$ cat config.mk
export PLATFORM = sky130hd
export DESIGN_NAME = clip_rectangle_stack
export DESIGN_NICKNAME = d
export VERILOG_FILES = /design/src/design/crs_pkg.sv /design/src/design/clip_rectangle_stack.sv /design/src/design/crs_edge_unit.sv
export SDC_FILE = /design/constraint.sdc
export NUM_CORES = 2
export LEC_CHECK = 0
export BUFFER_PORTS_ARGS = -buffer_cell sky130_fd_sc_hd__buf_2
export CAP_MARGIN = 20
export CORE_MARGIN = 2
export CORE_UTILIZATION = 60
export CTS_CLUSTER_DIAMETER = 100
export CTS_CLUSTER_SIZE = 10
export DETAILED_ROUTE_END_ITERATION = 6
export PLACE_DENSITY = 0.87
export SYNTH_ARGS = -nofsm -noshare
export SYNTH_HDL_FRONTEND = slang
export SYNTH_SLANG_ARGS = --single-unit
$ cat constraint.sdc
create_clock -name clk -period 19.9 [get_ports clk]
set_input_delay 1.99 -clock clk [delete_from_list [all_inputs] [get_ports clk]]
set_output_delay 1.99 -clock clk [all_outputs]
set_load 0.02 [all_outputs]
$ cat src/design/crs_pkg.sv
// Shared types, sizes and codes for the clip rectangle stack.
package crs_pkg;

  // Stack sizing
  localparam int STACK_DEPTH = 64;
  localparam int LVL_W       = $clog2(STACK_DEPTH);
  localparam int LEVEL_W     = 6;
  localparam int ADDR_W      = 4;
  localparam int DATA_W      = 32;

  // One rectangle edge and a whole rectangle (x1, y1, x2, y2 at index 0..3)
  typedef logic signed [15:0] coord_t;
  typedef coord_t [3:0] rect_t;

  localparam int EDGE_X1 = 0;
  localparam int EDGE_Y1 = 1;
  localparam int EDGE_X2 = 2;
  localparam int EDGE_Y2 = 3;

  // Root rectangle after reset
  localparam coord_t RST_X1 = 16'sd0;
  localparam coord_t RST_Y1 = 16'sd0;
  localparam coord_t RST_X2 = 16'sd1023;
  localparam coord_t RST_Y2 = 16'sd767;

  // Configuration register indexes
  typedef enum logic [1:0] {
    REG_X1 = 2'd0,
    REG_Y1 = 2'd1,
    REG_X2 = 2'd2,
    REG_Y2 = 2'd3
  } reg_idx_t;

  // Commands
  typedef enum logic [1:0] {
    CMD_PUSH = 2'd0,
    CMD_POP  = 2'd1,
    CMD_ROOT = 2'd2
  } cmd_t;

  // Result status
  typedef enum logic [1:0] {
    STS_DONE  = 2'd0,
    STS_FULL  = 2'd1,
    STS_EMPTY = 2'd2
  } status_t;

endpackage

$ cat src/design/clip_rectangle_stack.sv
// Top level of the clip rectangle stack: sequencer, stack memory, config port.
//
//  channel  | handshake                         | payload
//  ---------+-----------------------------------+-----------------------------------------
//  command  | start / busy                      | in_cmd, in_rect_x1/y1/x2/y2
//  result   | out_valid (one-cycle strobe)      | out_cur_x1/y1/x2/y2, out_level, out_status
//  config   | psel, penable, pwrite, pready     | paddr, pwdata, prdata
//
// A push passes the accept cycle, then one edge a cycle through the
// single min/max unit; the stack entry is written with the last edge.
// A pop to a saved level goes through S_LOAD (registered read of the stack memory);
// pop to root, reset to root, ignored commands and cmd 3 finish without leaving idle.
// Synchronous reset returns to level 0 and the reset screen range; the stack
// memory is not cleared (entries are read only after being written).
// The result strobe cannot be stalled; busy holds off new commands.
module clip_rectangle_stack (
  input  logic                         clk,
  input  logic                         rst_n,
  // command channel
  input  logic                         start,
  output logic                         busy,
  input  logic [1:0]                   in_cmd,
  input  crs_pkg::coord_t              in_rect_x1,
  input  crs_pkg::coord_t              in_rect_y1,
  input  crs_pkg::coord_t              in_rect_x2,
  input  crs_pkg::coord_t              in_rect_y2,
  // result channel
  output logic                         out_valid,
  output crs_pkg::coord_t              out_cur_x1,
  output crs_pkg::coord_t              out_cur_y1,
  output crs_pkg::coord_t              out_cur_x2,
  output crs_pkg::coord_t              out_cur_y2,
  output logic [crs_pkg::LEVEL_W-1:0]  out_level,
  output logic [1:0]                   out_status,
  // configuration port
  input  logic                         psel,
  input  logic                         penable,
  input  logic                         pwrite,
  input  logic [crs_pkg::ADDR_W-1:0]   paddr,
  input  logic [crs_pkg::DATA_W-1:0]   pwdata,
  output logic [crs_pkg::DATA_W-1:0]   prdata,
  output logic                         pready
);
  import crs_pkg::*;

  typedef enum logic [1:0] {
    S_IDLE,
    S_CLIP,
    S_LOAD
  } state_t;

  localparam logic [LVL_W-1:0] LVL_TOP = LVL_W'(STACK_DEPTH - 1);
  localparam logic [LVL_W-1:0] LVL_ONE = LVL_W'(1);

  state_t           state_r;
  logic [1:0]       edge_idx_r;
  logic [LVL_W-1:0] level_r;
  rect_t            cur_r;
  rect_t            new_r;
  logic             out_valid_r;
  status_t          status_r;
  coord_t           scr_x1_r, scr_y1_r, scr_x2_r, scr_y2_r;

  rect_t            mem [STACK_DEPTH];
  rect_t            rd_data_r;
  rect_t            root_rect;
  rect_t            wr_data;
  logic             wr_en;
  logic [LVL_W-1:0] wr_addr;
  logic [LVL_W-1:0] rd_addr;
  logic             accept;
  logic             cfg_wr;
  coord_t           clip_edge;

  assign accept    = start && !busy;
  assign root_rect = {scr_y2_r, scr_x2_r, scr_y1_r, scr_x1_r};

  // Configuration registers
  assign cfg_wr = psel && penable && pwrite;
  assign pready = 1'b1;

  always_ff @(posedge clk) begin
    if (!rst_n) begin
      scr_x1_r <= RST_X1;
      scr_y1_r <= RST_Y1;
      scr_x2_r <= RST_X2;
      scr_y2_r <= RST_Y2;
    end else if (cfg_wr) begin
      case (paddr[3:2])
        REG_X1:  scr_x1_r <= pwdata[15:0];
        REG_Y1:  scr_y1_r <= pwdata[15:0];
        REG_X2:  scr_x2_r <= pwdata[15:0];
        REG_Y2:  scr_y2_r <= pwdata[15:0];
        default: ;
      endcase
    end
  end

  always_comb begin
    case (paddr[3:2])
      REG_X1:  prdata = DATA_W'(scr_x1_r);
      REG_Y1:  prdata = DATA_W'(scr_y1_r);
      REG_X2:  prdata = DATA_W'(scr_x2_r);
      REG_Y2:  prdata = DATA_W'(scr_y2_r);
      default: prdata = '0;
    endcase
  end

  // Shared min/max unit, one edge per cycle
  crs_edge_unit u_edge (
    .cur_edge  (cur_r[edge_idx_r]),
    .new_edge  (new_r[edge_idx_r]),
    .take_max  (!edge_idx_r[1]),
    .clip_edge (clip_edge)
  );

  // Stack memory: entry k holds the rectangle of level k
  assign wr_en   = (state_r == S_CLIP) && (edge_idx_r == 2'(EDGE_Y2));
  assign wr_addr = level_r + LVL_ONE;
  assign rd_addr = level_r - LVL_ONE;
  always_comb begin
    wr_data          = cur_r;
    wr_data[EDGE_Y2] = clip_edge;
  end

  always_ff @(posedge clk) begin
    if (wr_en) begin
      mem[wr_addr] <= wr_data;
    end
    rd_data_r <= mem[rd_addr];
  end

  // Command sequencer
  always_ff @(posedge clk) begin
    if (!rst_n) begin
      state_r     <= S_IDLE;
      edge_idx_r  <= '0;
      level_r     <= '0;
      cur_r       <= {RST_Y2, RST_X2, RST_Y1, RST_X1};
      out_valid_r <= 1'b0;
      status_r    <= STS_DONE;
    end else begin
      case (state_r)
        S_IDLE: begin
          if (accept) begin
            case (in_cmd)
              CMD_PUSH: begin
                if (level_r == LVL_TOP) begin
                  status_r    <= STS_FULL;
                  out_valid_r <= 1'b1;
                end else begin
                  status_r    <= STS_DONE;
                  out_valid_r <= 1'b0;
                  new_r       <= {in_rect_y2, in_rect_x2, in_rect_y1, in_rect_x1};
                  edge_idx_r  <= '0;
                  state_r     <= S_CLIP;
                end
              end
              CMD_POP: begin
                if (level_r == '0) begin
                  status_r    <= STS_EMPTY;
                  out_valid_r <= 1'b1;
                end else if (level_r == LVL_ONE) begin
                  status_r    <= STS_DONE;
                  level_r     <= '0;
                  cur_r       <= root_rect;
                  out_valid_r <= 1'b1;
                end else begin
                  // read of the level below is captured at this edge
                  status_r    <= STS_DONE;
                  out_valid_r <= 1'b0;
                  level_r     <= rd_addr;
                  state_r     <= S_LOAD;
                end
              end
              CMD_ROOT: begin
                status_r    <= STS_DONE;
                level_r     <= '0;
                cur_r       <= root_rect;
                out_valid_r <= 1'b1;
              end
              default: begin
                status_r    <= STS_DONE;
                out_valid_r <= 1'b1;
              end
            endcase
          end else begin
            out_valid_r <= 1'b0;
          end
        end
        S_CLIP: begin
          cur_r[edge_idx_r] <= clip_edge;
          edge_idx_r        <= edge_idx_r + 2'd1;
          out_valid_r       <= (edge_idx_r == 2'(EDGE_Y2));
          if (edge_idx_r == 2'(EDGE_Y2)) begin
            level_r <= wr_addr;
            state_r <= S_IDLE;
          end
        end
        S_LOAD: begin
          cur_r       <= rd_data_r;
          out_valid_r <= 1'b1;
          state_r     <= S_IDLE;
        end
        default: begin
          out_valid_r <= 1'b0;
          state_r     <= S_IDLE;
        end
      endcase
    end
  end

  // Outputs
  assign busy       = (state_r != S_IDLE);
  assign out_valid  = out_valid_r;
  assign out_cur_x1 = cur_r[EDGE_X1];
  assign out_cur_y1 = cur_r[EDGE_Y1];
  assign out_cur_x2 = cur_r[EDGE_X2];
  assign out_cur_y2 = cur_r[EDGE_Y2];
  assign out_level  = LEVEL_W'(level_r);
  assign out_status = status_r;

  // A result is only shown once the sequencer is back to idle
  a_valid_idle: assert property (@(posedge clk) disable iff (!rst_n)
    out_valid |-> !busy)
    else $error("result strobe while busy");

  // The last clip step always completes a successful push
  a_clip_done: assert property (@(posedge clk) disable iff (!rst_n)
    (state_r == S_CLIP) && (edge_idx_r == 2'(EDGE_Y2)) |=>
      out_valid && (status_r == STS_DONE) && (level_r == $past(wr_addr)))
    else $error("push did not complete");

  // Pop at the root leaves the level alone and reports empty
  a_pop_root: assert property (@(posedge clk) disable iff (!rst_n)
    accept && (in_cmd == CMD_POP) && (level_r == '0) |=>
      out_valid && (status_r == STS_EMPTY) && (level_r == '0))
    else $error("pop at root mishandled");

  // The stack is never written past its top entry
  a_no_overflow: assert property (@(posedge clk) disable iff (!rst_n)
    wr_en |-> (level_r != LVL_TOP))
    else $error("stack write beyond top");

endmodule

$ cat src/design/crs_edge_unit.sv
// Shared signed min/max unit: intersects one edge per use.
module crs_edge_unit (
  input  crs_pkg::coord_t cur_edge,
  input  crs_pkg::coord_t new_edge,
  input  logic            take_max,
  output crs_pkg::coord_t clip_edge
);
  import crs_pkg::*;

  logic new_gt;

  // Low corners keep the larger edge, high corners the smaller
  assign new_gt    = (new_edge > cur_edge);
  assign clip_edge = (take_max == new_gt) && (new_edge != cur_edge) ? new_edge : cur_edge;

endmodule
---- Word-level counts from Yosys, hierarchy flattened ----
Memory sizes are Yosys's and may differ from the RTL's. A register that Yosys moved wholly into a read port is not among the register bits.
Index checks and enable logic that the tools add are counted.
storage, ports and cells
  register bits ........................... 205
  ROM bits ................................ 0
  latch bits .............................. 0
  memories ................................ 1
  word-level logic and storage cells ...... 114
  bits of input ports ..................... 108
  output and inout bits ................... 107
  memory bits (writable) .................. 4096
memories
  name  depth  bits a word  rd ports  clocked after Yosys merged registers in  write ports  RTL line                    source
  mem   64     64           1         1                                        1            clip_rectangle_stack.sv:64  rect_t mem [STACK_DEPTH];
operators by class
  $add $sub $neg .......................... 3
  muxes and demuxes ....................... 42
  eq/ne operators ......................... 22
  order comparisons ....................... 3
  bitwise logic cells ..................... 1
  div/mod/pow operators ................... 0
  multipliers ............................. 0
  reduce and logical (&&, ||, !) cells .... 25
  shift-type cells ........................ 0
operator list
  cell                                                             count
  64-bit 2-to-1 mux                                                3
  64-bit one-hot mux with 3 select lines                           1
  32-bit one-hot mux with 4 select lines                           1
  64-bit one-hot mux with 2 select lines                           1
  16-bit binary-select mux with 2-bit select                       2
  64-bit bitwise mux                                               1
  16-bit 2-to-1 mux                                                4
  16-bit demux with 2-bit select                                   1
  6-bit 2-to-1 mux                                                 4
  6-bit one-hot mux with 2 select lines                            2
  2-bit 2-to-1 mux                                                 9
  16-bit > comparator                                              1
  16-bit inequality test                                           1
  2-bit one-hot mux with 2 select lines                            4
  5-bit AND reduction                                              3
  3-bit inequality test, second input constant                     4
  2-bit == test, second input constant                             5
  2-bit AND reduction                                              5
  1-bit 2-to-1 mux                                                 7
  6-bit by 1-bit adder with 6-bit output, second input constant    1
  2-bit by 1-bit == test with 1-bit output, second input constant  3
  6-bit by 1-bit == test with 1-bit output, second input constant  1
  6-bit == test, second input constant                             1
  1-bit logical AND                                                6
  18 further kinds                                                 25

---- Longest topological paths before layout ----
  word-level depth ........................ 8
  gate-level depth with buffers ........... 15
  mapped depth without buffers ............ 9

---- Modules after synthesis ----
Synthesis repeated with hierarchy kept, for this count alone.
second synthesis, totals
  cell total of the unflattened synthesis .. 8232
  area, all modules ....................... 167923.6 um2
modules (own cells, without submodules)
  module                seq. area each (um2)  cells each  times used  area an instance (um2)
  clip_rectangle_stack  129023.7              8156        1           167241.6
  crs_edge_unit         0.0                   76          1           681.9

---- Least setup slack after synthesis ----
No wires, ideal clock.
  path kind ............................... reg2reg
  start ................................... reg level_r[0] (netlist: out_level[0])
  end ..................................... mem mem[14][0] in the netlist's numbering (enable)
  setup slack ............................. 13477 ps
  path buffers ............................ 9
  required time ........................... 19413 ps
  clock period less this slack ............ 6423 ps
  stages on the path, launching flop included .. 14
  arrival ................................. 5937 ps
  cells stage by stage .................... dfxtp_1 > buf_2 > buf_2 > buf_4 > buf_2 > buf_2 > inv_1 > ha_1 > clkbuf_1 > clkbuf_1 > buf_1 > buf_1 > nand4_1 > nor2_1
between the ends
  word-level cells in the longest chain between the ends .. 1
RTL lines
  what                                    RTL line                     source
  start, declared                         clip_rectangle_stack.sv:57   logic [LVL_W-1:0] level_r;
  start signal, assigned                  clip_rectangle_stack.sv:172  level_r <= rd_addr;
  start signal, assigned                  clip_rectangle_stack.sv:196  level_r <= wr_addr;
  6-bit by 1-bit adder with 6-bit output  clip_rectangle_stack.sv:119  assign wr_addr = level_r + LVL_ONE;
  end, declared                           clip_rectangle_stack.sv:64
No other way between the ends.

---- Worst setup path in the final report ----
  start ................................... reg level_r[0] (netlist: out_level[0])
  end ..................................... reg rd_data_r[29] in the netlist's numbering, read port of mem
between the ends
  word-level cells in the longest chain between the ends .. 1
RTL lines
  what                                         RTL line                     source
  6-bit by 1-bit subtractor with 6-bit output  clip_rectangle_stack.sv:120  assign rd_addr = level_r - LVL_ONE;
  end, declared                                clip_rectangle_stack.sv:65   rect_t rd_data_r;
No other way between the ends.
A chain may end at the register's enable or synchronous reset.

==> qor.txt <==
outcome: complete, but fails checks
failing checks: DRC
ys async rst share: 0%
die width: 534 um
maximum VDD drop: 0.370 mV
FILL cells: 15500
Max Freq: 143 MHz
EDFF count, synth: 4160
pwr dens: 168 mW/mm2
Clock transition at path regs: 0.06 ns
CTS hold repair buffers: 0
share of cells above drive strength 1: 31.1%
hpwl dp: 287000 um
Starting Density: 60.3%
DRT antenna net count: 0
dpl cell area: 0.175 mm2
Syn Area/Cell: 23.1 um2
setup violators final: 0
RSZ-0062 raised after global routing: no
TritonCTS Buffers: 475
CP Data Arrival Time: 7.91 ns
Distinct cells, synth: 60
max_cap viols: 0
post-synth top area share: 74.1%
Vias: 93200
area delta synth->final: 12.3%
Slew HR: 5.53%
multi-input logic area: 0.0381 mm2
startpoint class of the critical path: flop
final hold slack: 0.478 ns
Clk Latency, worst-skew pair: 1.07 ns
count of final max-slew check failures: 0
TritonCTS sink count: 4365
cell accounting for the most synthesized area: edfxtp_1
CP max FO: 155
routed wire length: 584000 um
H-tree depth: 5
area of the core: 0.279 mm2
drt pass-1 iters: 7
area of the die: 0.285 mm2
Area contributors post-synth: edfxtp_1 (74%), mux4_2 (19%), dfxtp_1 (2.4%)
I/O pin count: 215
Post-Syn Instances: 7308
number of global-route vias before repair: 93600
Synth Flop Type: edfxtp_1
CTS tree: yes
final hold vios: 0
post-CTS sizing: 0
crit share post-route: 35.2%
WS Path Type: reg2reg
Port Buffers: 195
Rows: 194
number of DRC markers in iteration 0: 18800
Post-CTS Setup Bufs: 0
die height: 534 um
Congestion Overflow GR: 0
final core occ: 67.7%
cell area after synthesis: 0.169 mm2
min Tclk post-route: 7.01 ns
WP data required: 20.79 ns
register area share after synthesis: 76.6%
drt drc: 242
setup TNS: 0 ns
Crit. End Element: flop
Static Leak: 56.5 nW
#FFs+latches synth: 4365
GRT Total Usage: 41.1%
FF/Latch Area: 0.129 mm2
syn_nets: 7444
via/cell ratio: 7.85
DR WL/cell: 49.2 um
clk root buf: clkbuf_16
first-pass GRT wire length: 786000 um
Clock Skew: 0.105 ns
largest net degree at the start of global routing: 156
synth warn: 0
Placer Congestion: 0.987
Clock Path Buffers: 4
Hold Crit Class: reg2reg
initial antenna violation count: 63
Worst Max-Slew Pin Slew: 1.42 ns
post-route cell area: 0.189 mm2
Final nets: 7939
[where the power goes]
group | total (W) | switching [W] | internal (W)
clock | 0.00820 | 0.00376 | 0.00444
sequential | 0.0112 | 0.000296 | 0.0109
combinational | 0.0124 | 0.00719 | 0.00520
[cell type report]
cell class	count	area share [%]
well taps	3724	2.46
multi-input cells	2454	20.1
flip-flops and latches	4365	68.2
diodes	42	0.0555
clock inverters	29	0.391
inverters	38	0.0760
clock buffers	743	6.84
repair buffers	469	1.82
[metal layers]
layer	vias up	GRT usage (%)	share of wire (%)
met5	-	0.316	0.076
met4	46	35.9	11
met3	3086	13.4	15
met2	10700	62.7	47
met1	47100	47.0	27
li1	32300	-	-
[cells by family after synthesis]
group	Yosys count	share of synthesized area, %
flip-flops	4365	76.6
multiplexers	1393	18.6
AND/OR/NAND/NOR	565	1.53
buffers and inverters	489	1.17
AO/OA/AOI/OAI	455	1.84
adder cells (fa/ha/maj)	28	0.208
XOR/XNOR	12	0.0624
other	1	0.00223
[through the flow]
stage	total power, W	setup WS [ns]	std cells
after floorplan	0.0191	13.48	7308
after global placement	0.0222	13.28	11000
after detailed placement	0.0229	13.09	11000
after CTS	0.0313	12.94	11800
after global routing	0.0321	12.49	11800
final	0.0318	12.89	11900
[flip-flops by register name, indices dropped and copies added, names as in the netlist]
name,count
rd_data_r,64
new_r,64
out_cur_y2,16
out_cur_y1,16
scr_x2_r,16
scr_y2_r,16
state_r,2
scr_y1_r,16
out_valid,1
edge_idx_r,2
mem,4096
scr_x1_r,16
out_level,6
out_cur_x1,16
out_status,2
out_cur_x2,16
[path summary, 6_finish.rpt]
path,from,cells after the start,slack [ns],end
setup / recovery,out_level[0]$_SDFFE_PN0P_,9,12.89,rd_data_r[29]$_DFF_P_
hold / removal,scr_x1_r[15]$_SDFFE_PN0P_,2,0.48,scr_x1_r[15]$_SDFFE_PN0P_
setup reg to reg,out_level[0]$_SDFFE_PN0P_,9,12.89,rd_data_r[29]$_DFF_P_
hold reg to reg,scr_x1_r[15]$_SDFFE_PN0P_,2,0.48,scr_x1_r[15]$_SDFFE_PN0P_
[placed cells by master (no fill, tap or decap), types with 18 or more instances in the layout]
| master | count |
|---|---|
| mux4_2 | 1392 |
| a221o_1 | 27 |
| clkbuf_1 | 266 |
| ha_1 | 24 |
| nand3_1 | 48 |
| nor2_4 | 66 |
| buf_12 | 25 |
| a221oi_1 | 18 |
| inv_1 | 36 |
| clkbuf_16 | 477 |
| nand4_1 | 29 |
| a22oi_1 | 20 |
| nand2_1 | 267 |
| buf_4 | 244 |
| o31ai_1 | 22 |
| nor3_1 | 18 |
| dfxtp_1 | 154 |
| diode_2 | 42 |
| o21ai_0 | 78 |
| buf_2 | 194 |
| a21oi_1 | 133 |
| o311a_1 | 20 |
| a311oi_1 | 54 |
| edfxtp_1 | 4160 |
| nor2_1 | 42 |
| clkinv_16 | 21 |
| dfxtp_2 | 50 |
[worst max-delay path, cell delays in order, from the launching register on]
cell and delay (ns):
dfxtp_4 0.56, inv_1 0.19, ha_4 0.92, buf_12 0.78, buf_4 0.87, buf_4 0.89, buf_4 0.80, mux4_2 0.43
mux4_2 0.53, mux4_2 0.48
[synth_stat cells, drive strengths merged, types with 29 or more instances]
| cell | n |
|---|---|
| edfxtp | 4160 |
| mux4 | 1392 |
| clkbuf | 308 |
| nand2 | 267 |
| dfxtp | 205 |
| buf | 143 |
| a21oi | 133 |
| nor2 | 108 |
| o21ai | 91 |
| a311oi | 54 |
| nand3 | 48 |
| inv | 38 |
| nand4 | 29 |
Power figures use the tool's default switching activity.
